$ cat src/hdl/rml_pkg.sv
// Shared constants, types and reset values of the two-axis rate and magnitude limiter.
package rml_pkg;

   localparam int MAX_AXES      = 2;
   localparam int REGS_PER_AXIS = 4;
   localparam int NUM_REGS      = MAX_AXES * REGS_PER_AXIS;
   localparam int CSR_IDX_W     = $clog2(NUM_REGS);
   localparam int DATA_W        = 16;
   localparam int CHANGE_W      = DATA_W + 1;
   localparam int WIDE_W        = DATA_W + 2;
   localparam int REQ_TDATA_W   = ((MAX_AXES * DATA_W + 7) / 8) * 8;
   localparam int RSP_FIELD_W   = MAX_AXES * (DATA_W + CHANGE_W);
   localparam int RSP_TDATA_W   = ((RSP_FIELD_W + 7) / 8) * 8;

   // Register offsets within one axis block.
   localparam int REG_LOWER_LIMIT = 0;
   localparam int REG_UPPER_LIMIT = 1;
   localparam int REG_DOWN_STEP   = 2;
   localparam int REG_UP_STEP     = 3;

   localparam logic [DATA_W-1:0] RESET_LOWER_LIMIT = 16'h8000;
   localparam logic [DATA_W-1:0] RESET_UPPER_LIMIT = 16'h7FFF;
   localparam logic [DATA_W-1:0] RESET_DOWN_STEP   = 16'h8000;
   localparam logic [DATA_W-1:0] RESET_UP_STEP     = 16'h7FFF;

   typedef struct packed {
      logic [DATA_W-1:0]   applied;
      logic [CHANGE_W-1:0] change;
   } lane_out_type;

   function automatic logic [DATA_W-1:0] reg_reset_value(input int idx);
      logic [DATA_W-1:0] value;
      value = RESET_LOWER_LIMIT;
      case (idx % REGS_PER_AXIS)
         REG_LOWER_LIMIT: value = RESET_LOWER_LIMIT;
         REG_UPPER_LIMIT: value = RESET_UPPER_LIMIT;
         REG_DOWN_STEP:   value = RESET_DOWN_STEP;
         REG_UP_STEP:     value = RESET_UP_STEP;
         default:         value = RESET_LOWER_LIMIT;
      endcase
      return value;
   endfunction

endpackage

$ cat src/hdl/rml_lane.sv
// One axis lane: rate and magnitude clamp against the last applied value.
module rml_lane (
   input  logic                              clock,
   input  logic                              reset,
   input  logic                              accept,
   input  logic [rml_pkg::DATA_W-1:0]        cmd,
   input  logic [rml_pkg::DATA_W-1:0]        lower_limit,
   input  logic [rml_pkg::DATA_W-1:0]        upper_limit,
   input  logic [rml_pkg::DATA_W-1:0]        down_step,
   input  logic [rml_pkg::DATA_W-1:0]        up_step,
   output rml_pkg::lane_out_type             result
);

   localparam int W  = rml_pkg::WIDE_W;
   localparam int DW = rml_pkg::DATA_W;
   localparam int EXT = W - DW;

   localparam logic signed [W-1:0] SAT_MAX = W'(signed'({1'b0, {(DW-1){1'b1}}}));
   localparam logic signed [W-1:0] SAT_MIN = -SAT_MAX - W'(1);

   logic [DW-1:0]        prev_ff;
   logic [DW-1:0]        prev_in;
   logic signed [W-1:0]  prev_x, cmd_x, lo_x, hi_x, dn_x, up_x;
   logic signed [W-1:0]  sum_up, sum_dn, ub, lb, u;
   logic signed [W-1:0]  diff;

   always_comb begin
      prev_x = signed'({{EXT{prev_ff[DW-1]}}, prev_ff});
      cmd_x  = signed'({{EXT{cmd[DW-1]}}, cmd});
      lo_x   = signed'({{EXT{lower_limit[DW-1]}}, lower_limit});
      hi_x   = signed'({{EXT{upper_limit[DW-1]}}, upper_limit});
      dn_x   = signed'({{EXT{down_step[DW-1]}}, down_step});
      up_x   = signed'({{EXT{up_step[DW-1]}}, up_step});

      sum_up = prev_x + up_x;
      sum_dn = prev_x + dn_x;
      ub = (sum_up < hi_x) ? sum_up : hi_x;
      lb = (sum_dn > lo_x) ? sum_dn : lo_x;

      // Upper bound first, lower bound wins when the two cross.
      u = cmd_x;
      if (u > ub) begin
         u = ub;
      end
      if (u < lb) begin
         u = lb;
      end
      if (u > SAT_MAX) begin
         u = SAT_MAX;
      end
      if (u < SAT_MIN) begin
         u = SAT_MIN;
      end

      diff           = u - prev_x;
      result.applied = u[DW-1:0];
      result.change  = diff[rml_pkg::CHANGE_W-1:0];
      prev_in        = accept ? u[DW-1:0] : prev_ff;
   end

   always_ff @(posedge clock) begin
      if (reset) begin
         prev_ff <= '0;
      end else begin
         prev_ff <= prev_in;
      end
   end

endmodule

$ cat src/hdl/rml_merge.sv
// Merge lane results into one result transaction with an output register and a skid stage.
module rml_merge (
   input  logic                                              clock,
   input  logic                                              reset,
   input  logic                                              accept,
   input  rml_pkg::lane_out_type [rml_pkg::MAX_AXES-1:0]     lanes,
   output logic                                              room,
   output logic                                              rsp_tvalid,
   input  logic                                              rsp_tready,
   output logic [rml_pkg::RSP_TDATA_W-1:0]                   rsp_tdata
);

   localparam int DW = rml_pkg::DATA_W;
   localparam int CW = rml_pkg::CHANGE_W;
   localparam int NA = rml_pkg::MAX_AXES;

   logic [rml_pkg::RSP_TDATA_W-1:0] packed_w;
   logic [rml_pkg::RSP_TDATA_W-1:0] main_ff, main_in, skid_ff, skid_in;
   logic                            main_valid_ff, main_valid_in;
   logic                            skid_valid_ff, skid_valid_in;
   logic                            taken;

   always_comb begin
      packed_w = '0;
      for (int ax = 0; ax < NA; ax++) begin
         packed_w[ax*DW +: DW]         = lanes[ax].applied;
         packed_w[NA*DW + ax*CW +: CW] = lanes[ax].change;
      end
   end

   always_comb begin
      taken         = main_valid_ff & rsp_tready;
      main_in       = main_ff;
      main_valid_in = main_valid_ff;
      skid_in       = skid_ff;
      skid_valid_in = skid_valid_ff;
      if (taken) begin
         // Advance the skid entry into the output register.
         main_in       = skid_ff;
         main_valid_in = skid_valid_ff;
         skid_valid_in = 1'b0;
      end
      if (accept) begin
         if (!main_valid_ff || taken) begin
            main_in       = packed_w;
            main_valid_in = 1'b1;
         end else begin
            skid_in       = packed_w;
            skid_valid_in = 1'b1;
         end
      end
   end

   always_ff @(posedge clock) begin
      if (reset) begin
         main_valid_ff <= 1'b0;
         skid_valid_ff <= 1'b0;
      end else begin
         main_valid_ff <= main_valid_in;
         skid_valid_ff <= skid_valid_in;
      end
      main_ff <= main_in;
      skid_ff <= skid_in;
   end

   assign room       = ~skid_valid_ff;
   assign rsp_tvalid = main_valid_ff;
   assign rsp_tdata  = main_ff;

endmodule

$ cat src/hdl/two_axis_rate_magnitude_limiter.sv
// Top level of the two-axis rate and magnitude limiter.
// Each result is registered in the output register, or in the skid stage while the rsp side stalls.
// Throughput: one transaction per cycle while req_tready is high; the lane feedback (last
//   applied value) closes through one register, and a one-entry skid stage keeps req_tready high
//   while one finished result waits on a stalled rsp side; req_tready drops once the skid is full.
// Reset: synchronous; clears the last applied values to zero, empties the output
//   stages and loads the limit and step registers with their widest settings.
module two_axis_rate_magnitude_limiter #(
   parameter int AXES = rml_pkg::MAX_AXES
) (
   input  logic                               clock,
   input  logic                               reset,
   // Request stream
   input  logic                               req_tvalid,
   output logic                               req_tready,
   input  logic [rml_pkg::REQ_TDATA_W-1:0]    req_tdata,   // cmd_a [15:0], cmd_b [31:16]
   // Result stream
   output logic                               rsp_tvalid,
   input  logic                               rsp_tready,
   output logic [rml_pkg::RSP_TDATA_W-1:0]    rsp_tdata,   // applied_a [15:0], applied_b [31:16],
                                                           // change_a [48:32], change_b [65:49],
                                                           // zero [71:66]
   // Register write port
   input  logic                               csr_wr_en,
   input  logic [rml_pkg::CSR_IDX_W-1:0]      csr_index,
   input  logic [rml_pkg::DATA_W-1:0]         csr_wdata
);

   localparam int DW = rml_pkg::DATA_W;
   localparam int RA = rml_pkg::REGS_PER_AXIS;

   logic [DW-1:0]                                 cfg_ff [rml_pkg::NUM_REGS];
   logic                                          accept;
   logic                                          room;
   rml_pkg::lane_out_type [rml_pkg::MAX_AXES-1:0] lane_res;

   assign req_tready = room;
   assign accept     = req_tvalid & room;

   // Limit and step registers; every index of the port maps to a register.
   always_ff @(posedge clock) begin
      if (reset) begin
         for (int r = 0; r < rml_pkg::NUM_REGS; r++) begin
            cfg_ff[r] <= rml_pkg::reg_reset_value(r);
         end
      end else if (csr_wr_en) begin
         cfg_ff[csr_index] <= csr_wdata;
      end
   end

   // One lane per active axis; an unused axis reports zeros.
   for (genvar ax = 0; ax < rml_pkg::MAX_AXES; ax++) begin : g_lane
      if (ax < AXES) begin : g_on
         rml_lane u_lane (
            .clock       (clock),
            .reset       (reset),
            .accept      (accept),
            .cmd         (req_tdata[ax*DW +: DW]),
            .lower_limit (cfg_ff[ax*RA + rml_pkg::REG_LOWER_LIMIT]),
            .upper_limit (cfg_ff[ax*RA + rml_pkg::REG_UPPER_LIMIT]),
            .down_step   (cfg_ff[ax*RA + rml_pkg::REG_DOWN_STEP]),
            .up_step     (cfg_ff[ax*RA + rml_pkg::REG_UP_STEP]),
            .result      (lane_res[ax])
         );
      end else begin : g_off
         assign lane_res[ax] = '0;
      end
   end

   // Combine lane results and hold them until the rsp side takes them.
   rml_merge u_merge (
      .clock      (clock),
      .reset      (reset),
      .accept     (accept),
      .lanes      (lane_res),
      .room       (room),
      .rsp_tvalid (rsp_tvalid),
      .rsp_tready (rsp_tready),
      .rsp_tdata  (rsp_tdata)
   );

endmodule

$ cat config.mk
export PLATFORM = sky130hd
export DESIGN_NAME = two_axis_rate_magnitude_limiter
export DESIGN_NICKNAME = d
export VERILOG_FILES = /design/src/hdl/rml_pkg.sv /design/src/hdl/rml_lane.sv /design/src/hdl/rml_merge.sv /design/src/hdl/two_axis_rate_magnitude_limiter.sv
export SDC_FILE = /design/constraint.sdc
export NUM_CORES = 1
export LEC_CHECK = 0
export BUFFER_PORTS_ARGS = -buffer_cell sky130_fd_sc_hd__buf_2
export CAP_MARGIN = 20
export CORE_MARGIN = 2
export CORE_UTILIZATION = 55
export CTS_CLUSTER_SIZE = 30
export DETAILED_ROUTE_END_ITERATION = 8
export GPL_ROUTABILITY_DRIVEN = 0
export GPL_TIMING_DRIVEN = 0
export PLACE_DENSITY = 0.73
export SLEW_MARGIN = 20
export SYNTH_ARGS = -nofsm -noshare
export SYNTH_HDL_FRONTEND = slang
export SYNTH_SLANG_ARGS = --single-unit
$ cat constraint.sdc
create_clock -name clock -period 14.58 [get_ports clock]
set_clock_uncertainty 0.15 [all_clocks]
set_input_delay 0.729 -clock clock [delete_from_list [all_inputs] [get_ports clock]]
set_output_delay 0.729 -clock clock [all_outputs]
set_load 0.01 [all_outputs]
==> summary.log, run 1 <==
qor: synthesis.synth_enable_flop_cells 194
qor: critical_path.timing.critical_path.buf_inv 6
qor: cts.clkTransAtPathRegs 0.06 ns
qor: timing.final_max_slew_viol_count 0
qor: grt.grt_start_max_net_pins 29
qor: critical_path.path_common_cell sky130_fd_sc_hd__o21ai_0
qor: hold_path.min_path_type register to register
qor: place.detailedPlacementHpwl 46.2 mm
qor: route.detail_route.iter0.violations 1,299
qor: route.route.vias.total 17,600
qor: floorplan.dieWidth 199 um
qor: floorplan.floorplan.die.height 199 um
qor: route.vias_per_cell 6.06
qor: cts.post_cts_resize_count 0
qor: route.mean_routed_wirelength_per_cell 20.0 um
qor: floorplan.die_area 39,500 um^2
qor: timing.setup_repair_after_global_routing_missed_its_margin no
qor: critical_path.critical_path.top_delay_family compound AO/OA/AOI/OAI gates
qor: route.detail_route.wirelength 58.2 mm
qor: cts.tritoncts.num_buffers 34
qor: cts.clk_latency 0.52 ns
qor: critical_path.arrival 13.49 ns
qor: critical_path.critPathCaptureType register
qor: synthesis.ys.warnings.count 0
qor: finish.final_layout_size_suffix_gt1_frac 0.114
qor: grt.first_global_vias 17,200
qor: grt.wire_length_of_the_first_global_routing_pass 90.3 mm
qor: timing.min_period 13.24 ns
qor: critical_path.cpMaxStageDelayCell sky130_fd_sc_hd__dfxtp_1
qor: cts.post_cts_buffers 0
qor: timing.maxClockFrequency 0.0756 GHz
qor: grt.antenna_found_initial 1
qor: timing.slew-limit-headroom 0.258
qor: finish.layout.filler_cells 3,115
qor: route.detailedRoute.firstPassIterationCount 5
qor: route.route.detailed.drc 0
qor: synthesis.synth_seq_area_share 0.381
qor: cts.cts_tree built
qor: synthesis.post-synth-top-area-fraction 0.279
qor: synthesis.ys.flop_type sky130_fd_sc_hd__edfxtp_1
qor: critical_path.crit_type register to register
qor: run.timing.max_cap.violations 0
qor: critical_path.worst-endpoint-required 14.83 ns
qor: synthesis.post_synth_main_area_contributors sky130_fd_sc_hd__edfxtp_1 28%, sky130_fd_sc_hd__ha_1 14%, sky130_fd_sc_hd__dfxtp_1 10%
qor: cts.cts.sinks 300
qor: cts.cts-root-buf sky130_fd_sc_hd__clkbuf_16
qor: timing.fin_setup_tns 0 ns
qor: timing.min_period_over_period 0.908
qor: synthesis.mappedNetlistArea 20,900 um^2
qor: timing.worst_hold_slack 0.330 ns
qor: critical_path.critical-path-max-stage-delay 0.55 ns
qor: critical_path.worst-path-max-fanout 10
qor: floorplan.coreArea 37,500 um^2
qor: finish.ff_latch_area 7950 um^2
qor: timing.worstMarginPinSlew 1.10 ns
qor: finish.area_growth 11.7%
qor: finish.combined_area_of_the_multi_input_logic_cells 11,800 um^2
qor: synthesis.synth.avg_cell_area 9.47 um^2
qor: route.antenna_left 0
qor: floorplan.io_pins 130
qor: synthesis.synth_top_area_cell sky130_fd_sc_hd__edfxtp_1
qor: synthesis.post_synth_inst_count 2,204
qor: place.portBuffers 127
qor: outcome.outcome finished, final reports clean
qor: synthesis.ys_async_sr_fraction 0
qor: timing.final-hold-violation-count 0
qor: synthesis.synth.distinct_cells 92
qor: floorplan.rows 71
qor: cts.clockBufferDepth 3
qor: critical_path.cp-start-kind register
qor: timing.final-setup-viol-count 0
qor: synthesis.synth_fp_nets 2,494
qor: cts.holdBufCountCts 0
qor: finish.n_antenna_cell 0
qor: floorplan.start_util 0.557
qor: grt.grt_util_all_layers 0.294
qor: grt.globalRouteOverflowTotal 0
qor: finish.finish.net_count 2,659
qor: synthesis.postSynthRegisterBits 300
qor: cts.htreeDepth 2
## final cells by class
class,instances,share of cell area
Timing Repair Buffer,129,0.0293
Multi-Input combinational cell,1628,0.508
Inverter,201,0.0324
Clock inverter,14,0.00757
Buffer,75,0.0148
Tap cell,511,0.0274
Sequential cell,300,0.341
Clock buffer,46,0.0398
## path summary, 6_finish.rpt
kind                                                               startpoint                       endpoint  slack (ns)  depth (start not counted)
worst max-delay path            g_lane[0].g_on.u_lane.prev_ff[1]$_SDFFE_PP0P_  u_merge.rsp_tdata[47]$_DFF_P_        1.34                         50
worst min register to register                  u_merge.rsp_tdata[69]$_DFF_P_  u_merge.rsp_tdata[69]$_DFF_P_        0.33                          1
worst max register to register  g_lane[0].g_on.u_lane.prev_ff[1]$_SDFFE_PP0P_  u_merge.rsp_tdata[47]$_DFF_P_        1.34                         50
worst min-delay path                            u_merge.rsp_tdata[69]$_DFF_P_  u_merge.rsp_tdata[69]$_DFF_P_        0.33                          1
## synthesized netlist by cell type (all sizes together), types with 39 or more instances
library cell and count:
a21oi 159, and2 71, ha 228, a21o 42, o21ai 134, or3 59
or2 41, a211oi 44, inv 201, nor2 138, mux2i 82, nand2 145
nand3 52, nor3 39, edfxtp 194, clkbuf 59, dfxtp 106, xnor2 55
## cells in the final DEF (no fill, tap or decap), types with 18 or more instances in the layout
master and instances:
sky130_fd_sc_hd__mux2i_1 82, sky130_fd_sc_hd__ha_1 228, sky130_fd_sc_hd__o21a_1 22, sky130_fd_sc_hd__nand3_1 51
sky130_fd_sc_hd__o21ai_0 123, sky130_fd_sc_hd__buf_2 134, sky130_fd_sc_hd__xnor2_1 55, sky130_fd_sc_hd__nand4_1 20
sky130_fd_sc_hd__nor2_1 136, sky130_fd_sc_hd__a21o_1 41, sky130_fd_sc_hd__clkbuf_1 68, sky130_fd_sc_hd__or3_1 57
sky130_fd_sc_hd__and2_1 71, sky130_fd_sc_hd__edfxtp_1 194, sky130_fd_sc_hd__inv_1 200, sky130_fd_sc_hd__nand2_1 144
sky130_fd_sc_hd__dfxtp_1 106, sky130_fd_sc_hd__nor3_1 39, sky130_fd_sc_hd__a2bb2oi_1 21, sky130_fd_sc_hd__mux2_2 18
sky130_fd_sc_hd__or2_2 26, sky130_fd_sc_hd__o31a_1 22, sky130_fd_sc_hd__a211oi_1 43, sky130_fd_sc_hd__clkbuf_16 35
sky130_fd_sc_hd__a21oi_1 158
## registers in the layout, indices dropped and copies added (netlist names)
register                    cells
cfg_ff                        128
u_merge.rsp_tdata              72
u_merge.skid_ff                66
g_lane.g_on.u_lane.prev_ff     32
u_merge.rsp_tvalid              1
u_merge.skid_valid_ff           1
## metrics by stage
stage | utilization | area, um^2 | cells | setup slack (ns)
finish | 0.622 | 23300 | 2904 | 1.34
global route | 0.622 | 23300 | 2904 | 0.0907
CTS | 0.622 | 23300 | 2904 | 1.62
detailed placement | 0.593 | 22200 | 2844 | 1.67
global placement | 0.591 | 22100 | 2842 | 1.97
floorplan | - | 20900 | 2204 | 4.09
## layer usage
metal / track usage / vias to the layer above / part of all wire
li1: - / 8391 / -
met1: 0.394 / 8364 / 0.44
met2: 0.478 / 677 / 0.45
met3: 0.0419 / 157 / 0.073
met4: 0.122 / 0 / 0.042
met5: 0 / - / 0
## cells by family after synthesis
family                     count (synthesis)  synth area share
AOI/OAI and AO/OA                        586             0.188
buffers and inverters                    276            0.0527
muxes                                    101            0.0498
xor gates and xnor gates                  69            0.0296
adders and majority gates                250             0.150
DFF                                      300             0.381
and+or+nand+nor                          622             0.149
Power of run 1 is left out: the tool's default activity adds up to more than one toggle a clock period on the data nets, which glitch-free logic cannot reach.
==> run 2: changes to the inputs <==
- CORE_ASPECT_RATIO: default -> 1.75
==> run 2 against run 1 <==
Effect of this change: first-iteration DRC count shrank 27%; global-route usage rose by 1.8 points; worst setup slack lost 0.60 ns; register-to-register slack lost 0.60 ns; flip-flop and latch count unchanged; non-clock buffer count grew 1; cell area shrank 0.94%; critical path type unchanged; worst hold slack gained 0.0017 ns; sequential share of layout area increased by 0.32 points; maximum frequency decreased by 4.3%; wire length up 6.3%; critical path depth shrank 1.
==> summary.log, run 2 (synthesis results as in run 1) <==
qor: floorplan.start_util 0.556 [was 0.557]
qor: critical_path.rrSetupSlack 0.75 ns [was 1.34 ns]
qor: place.portBuffers 127 [unchanged]
qor: run.timing.max_cap.violations 0 [unchanged]
qor: route.detail_route.wirelength 61.8 mm [was 58.2 mm]
qor: route.mean_routed_wirelength_per_cell 21.6 um [was 20.0 um]
qor: finish.top_reg_by_flops cfg_ff [unchanged]
qor: route.detail_route.iter0.violations 947 [was 1,299]
qor: cts.post_cts_buffers 0 [unchanged]
qor: finish.final_cell_mix 228 x sky130_fd_sc_hd__ha_1, 200 x sky130_fd_sc_hd__inv_1, 194 x sky130_fd_sc_hd__edfxtp_1 [unchanged]
qor: floorplan.rows 94 [was 71]
qor: grt.grt_util_all_layers 0.312 [was 0.294]
qor: cts.holdBufCountCts 0 [unchanged]
qor: timing.final_max_slew_viol_count 0 [unchanged]
qor: cts.cts.sinks 300 [unchanged]
qor: critical_path.worst_r2r_startpoint g_lane[0].g_on.u_lane.prev_ff[1]$_SDFFE_PP0P_ [unchanged]
qor: critical_path.cp-start-kind register [unchanged]
qor: cts.htreeDepth 1 [was 2]
qor: floorplan.die_area 39,600 um^2 [was 39,500 um^2]
qor: place.place_ws 1.15 ns [was 1.67 ns]
qor: cts.clockBufferDepth 3 [unchanged]
qor: timing.min_period_over_period 0.949 [was 0.908]
qor: critical_path.cpMaxStageDelayCell sky130_fd_sc_hd__dfxtp_1 [unchanged]
qor: critical_path.worst-path-max-fanout 10 [unchanged]
qor: timing.slew-limit-headroom 0.388 [was 0.258]
qor: critical_path.arrival 14.16 ns [was 13.49 ns]
qor: cts.cts-root-buf sky130_fd_sc_hd__clkbuf_16 [unchanged]
qor: critical_path.crit_type register to register [unchanged]
qor: grt.wire_length_of_the_first_global_routing_pass 94.2 mm [was 90.3 mm]
qor: floorplan.coreArea 37,500 um^2 [about the same]
qor: route.detailedRoute.firstPassIterationCount 5 [unchanged]
qor: finish.stdcell_area 23,100 um^2 [was 23,300 um^2]
qor: route.antenna_left 0 [unchanged]
qor: timing.min_period 13.83 ns [was 13.24 ns]
qor: floorplan.io_pins 130 [unchanged]
qor: critical_path.worst_setup_path_startpoint g_lane[0].g_on.u_lane.prev_ff[1]$_SDFFE_PP0P_ [unchanged]
qor: route.vias_per_cell 6.16 [was 6.06]
qor: place.detailedPlacementHpwl 49.5 mm [was 46.2 mm]
qor: finish.area_growth 10.7% [was 11.7%]
qor: critical_path.critPathCaptureType register [unchanged]
qor: hold_path.min_path_type register to register [unchanged]
qor: timing.fin_setup_tns 0 ns [unchanged]
qor: cts.clkTransAtPathRegs 0.07 ns [was 0.06 ns]
qor: timing.final-hold-violation-count 0 [unchanged]
qor: timing.final-setup-viol-count 0 [unchanged]
qor: timing.setup_repair_after_global_routing_missed_its_margin no [unchanged]
qor: critical_path.worst_r2r_path_depth 49 [was 50]
qor: grt.grt_start_max_net_pins 24 [was 29]
qor: critical_path.critical-path-max-stage-delay 0.60 ns [was 0.55 ns]
qor: place.placedInstanceArea 22,200 um^2 [about the same]
qor: finish.finish.net_count 2,653 [was 2,659]
qor: timing.setup_ws 0.746 ns [was 1.34 ns]
qor: grt.antenna_found_initial 2 [was 1]
qor: cts.clk_latency 0.57 ns [was 0.52 ns]
qor: critical_path.path_common_cell sky130_fd_sc_hd__o21ai_0 [unchanged]
qor: cts.tritoncts.num_buffers 27 [was 34]
qor: outcome.outcome finished, final reports clean [unchanged]
qor: cts.cts_tree built [unchanged]
qor: cts.post_cts_resize_count 0 [unchanged]
qor: finish.final_layout_size_suffix_gt1_frac 0.115 [was 0.114]
qor: grt.globalRouteOverflowTotal 0 [unchanged]
qor: route.route.vias.total 17,600 [about the same]
qor: floorplan.floorplan.die.height 262 um [was 199 um]
qor: critical_path.worst_setup_path_endpoint u_merge.rsp_tdata[47]$_DFF_P_ [unchanged]
qor: finish.largest_reg_flops 128 [unchanged]
qor: critical_path.worst-endpoint-required 14.90 ns [was 14.83 ns]
qor: timing.maxClockFrequency 0.0723 GHz [was 0.0756 GHz]
qor: timing.worstMarginPinSlew 0.911 ns [was 1.10 ns]
qor: critical_path.r2r-end u_merge.rsp_tdata[47]$_DFF_P_ [unchanged]
qor: grt.first_global_vias 17,600 [was 17,200]
qor: floorplan.dieWidth 151 um [was 199 um]
qor: route.route.detailed.drc 0 [unchanged]
qor: finish.mostFrequentLayoutCell sky130_fd_sc_hd__ha_1 [unchanged]
==> run 2: worst min path at each step <==
stage,startpoint,end,slack [ns],depth (start not counted)
after floorplan,g_lane[0].g_on.u_lane.prev_ff[15]$_SDFFE_PP0P_,g_lane[0].g_on.u_lane.prev_ff[15]$_SDFFE_PP0P_,0.33,2
after global placement,u_merge.rsp_tdata[68]$_DFF_P_,u_merge.rsp_tdata[68]$_DFF_P_,0.31,1
after detailed placement,u_merge.rsp_tdata[70]$_DFF_P_,u_merge.rsp_tdata[70]$_DFF_P_,0.31,1
final,u_merge.rsp_tdata[67]$_DFF_P_,u_merge.rsp_tdata[67]$_DFF_P_,0.33,1
after global routing,u_merge.rsp_tdata[67]$_DFF_P_,u_merge.rsp_tdata[67]$_DFF_P_,0.34,1
after CTS,u_merge.rsp_tdata[71]$_DFF_P_,u_merge.rsp_tdata[71]$_DFF_P_,0.33,1
==> run 2: layout make-up <==
| class | instances | area (um^2) |
|---|---|---|
| inverter | 201 | 754 |
| clock buffer | 32 | 724 |
| tap | 480 | 601 |
| fill | 3186 | 14400 |
| multi-input combinational | 1628 | 11800 |
| sequential | 300 | 7950 |
| buffer | 75 | 345 |
| timing repair buffer | 130 | 698 |
| clock inverter | 18 | 180 |
| antenna | 1 | 2.50 |
==> run 2: layer usage <==
layer | track usage | vias to the layer above | routed length (um)
li1 | - | 8382 | -
met1 | 0.316 | 8318 | 21500
met2 | 0.549 | 632 | 30400
met3 | 0.0359 | 308 | 2770
met4 | 0.293 | 0 | 7110
met5 | 0 | - | 0
==> run 2: through the flow <==
| stage | hold WS (ns) | utilization | instances |
|---|---|---|---|
| floorplan | 0.332 | - | 2204 |
| global placement | 0.314 | 0.589 | 2811 |
| detailed placement | 0.312 | 0.591 | 2814 |
| CTS | 0.331 | 0.616 | 2864 |
| global route | 0.337 | 0.616 | 2865 |
| finish | 0.331 | 0.616 | 2865 |
==> run 2: critical path, delay by kind of cell, from the launching register on <==
kind	cells	cell delay, ns
adder cells (fa/ha/maj)	5	1.68
flip-flops	1	0.60
buffers and inverters	6	2.10
XOR/XNOR	1	0.12
multiplexers	2	1.06
AND/OR/NAND/NOR	13	2.70
AO/OA/AOI/OAI	22	5.34
Power of run 2 is left out for the same reason.
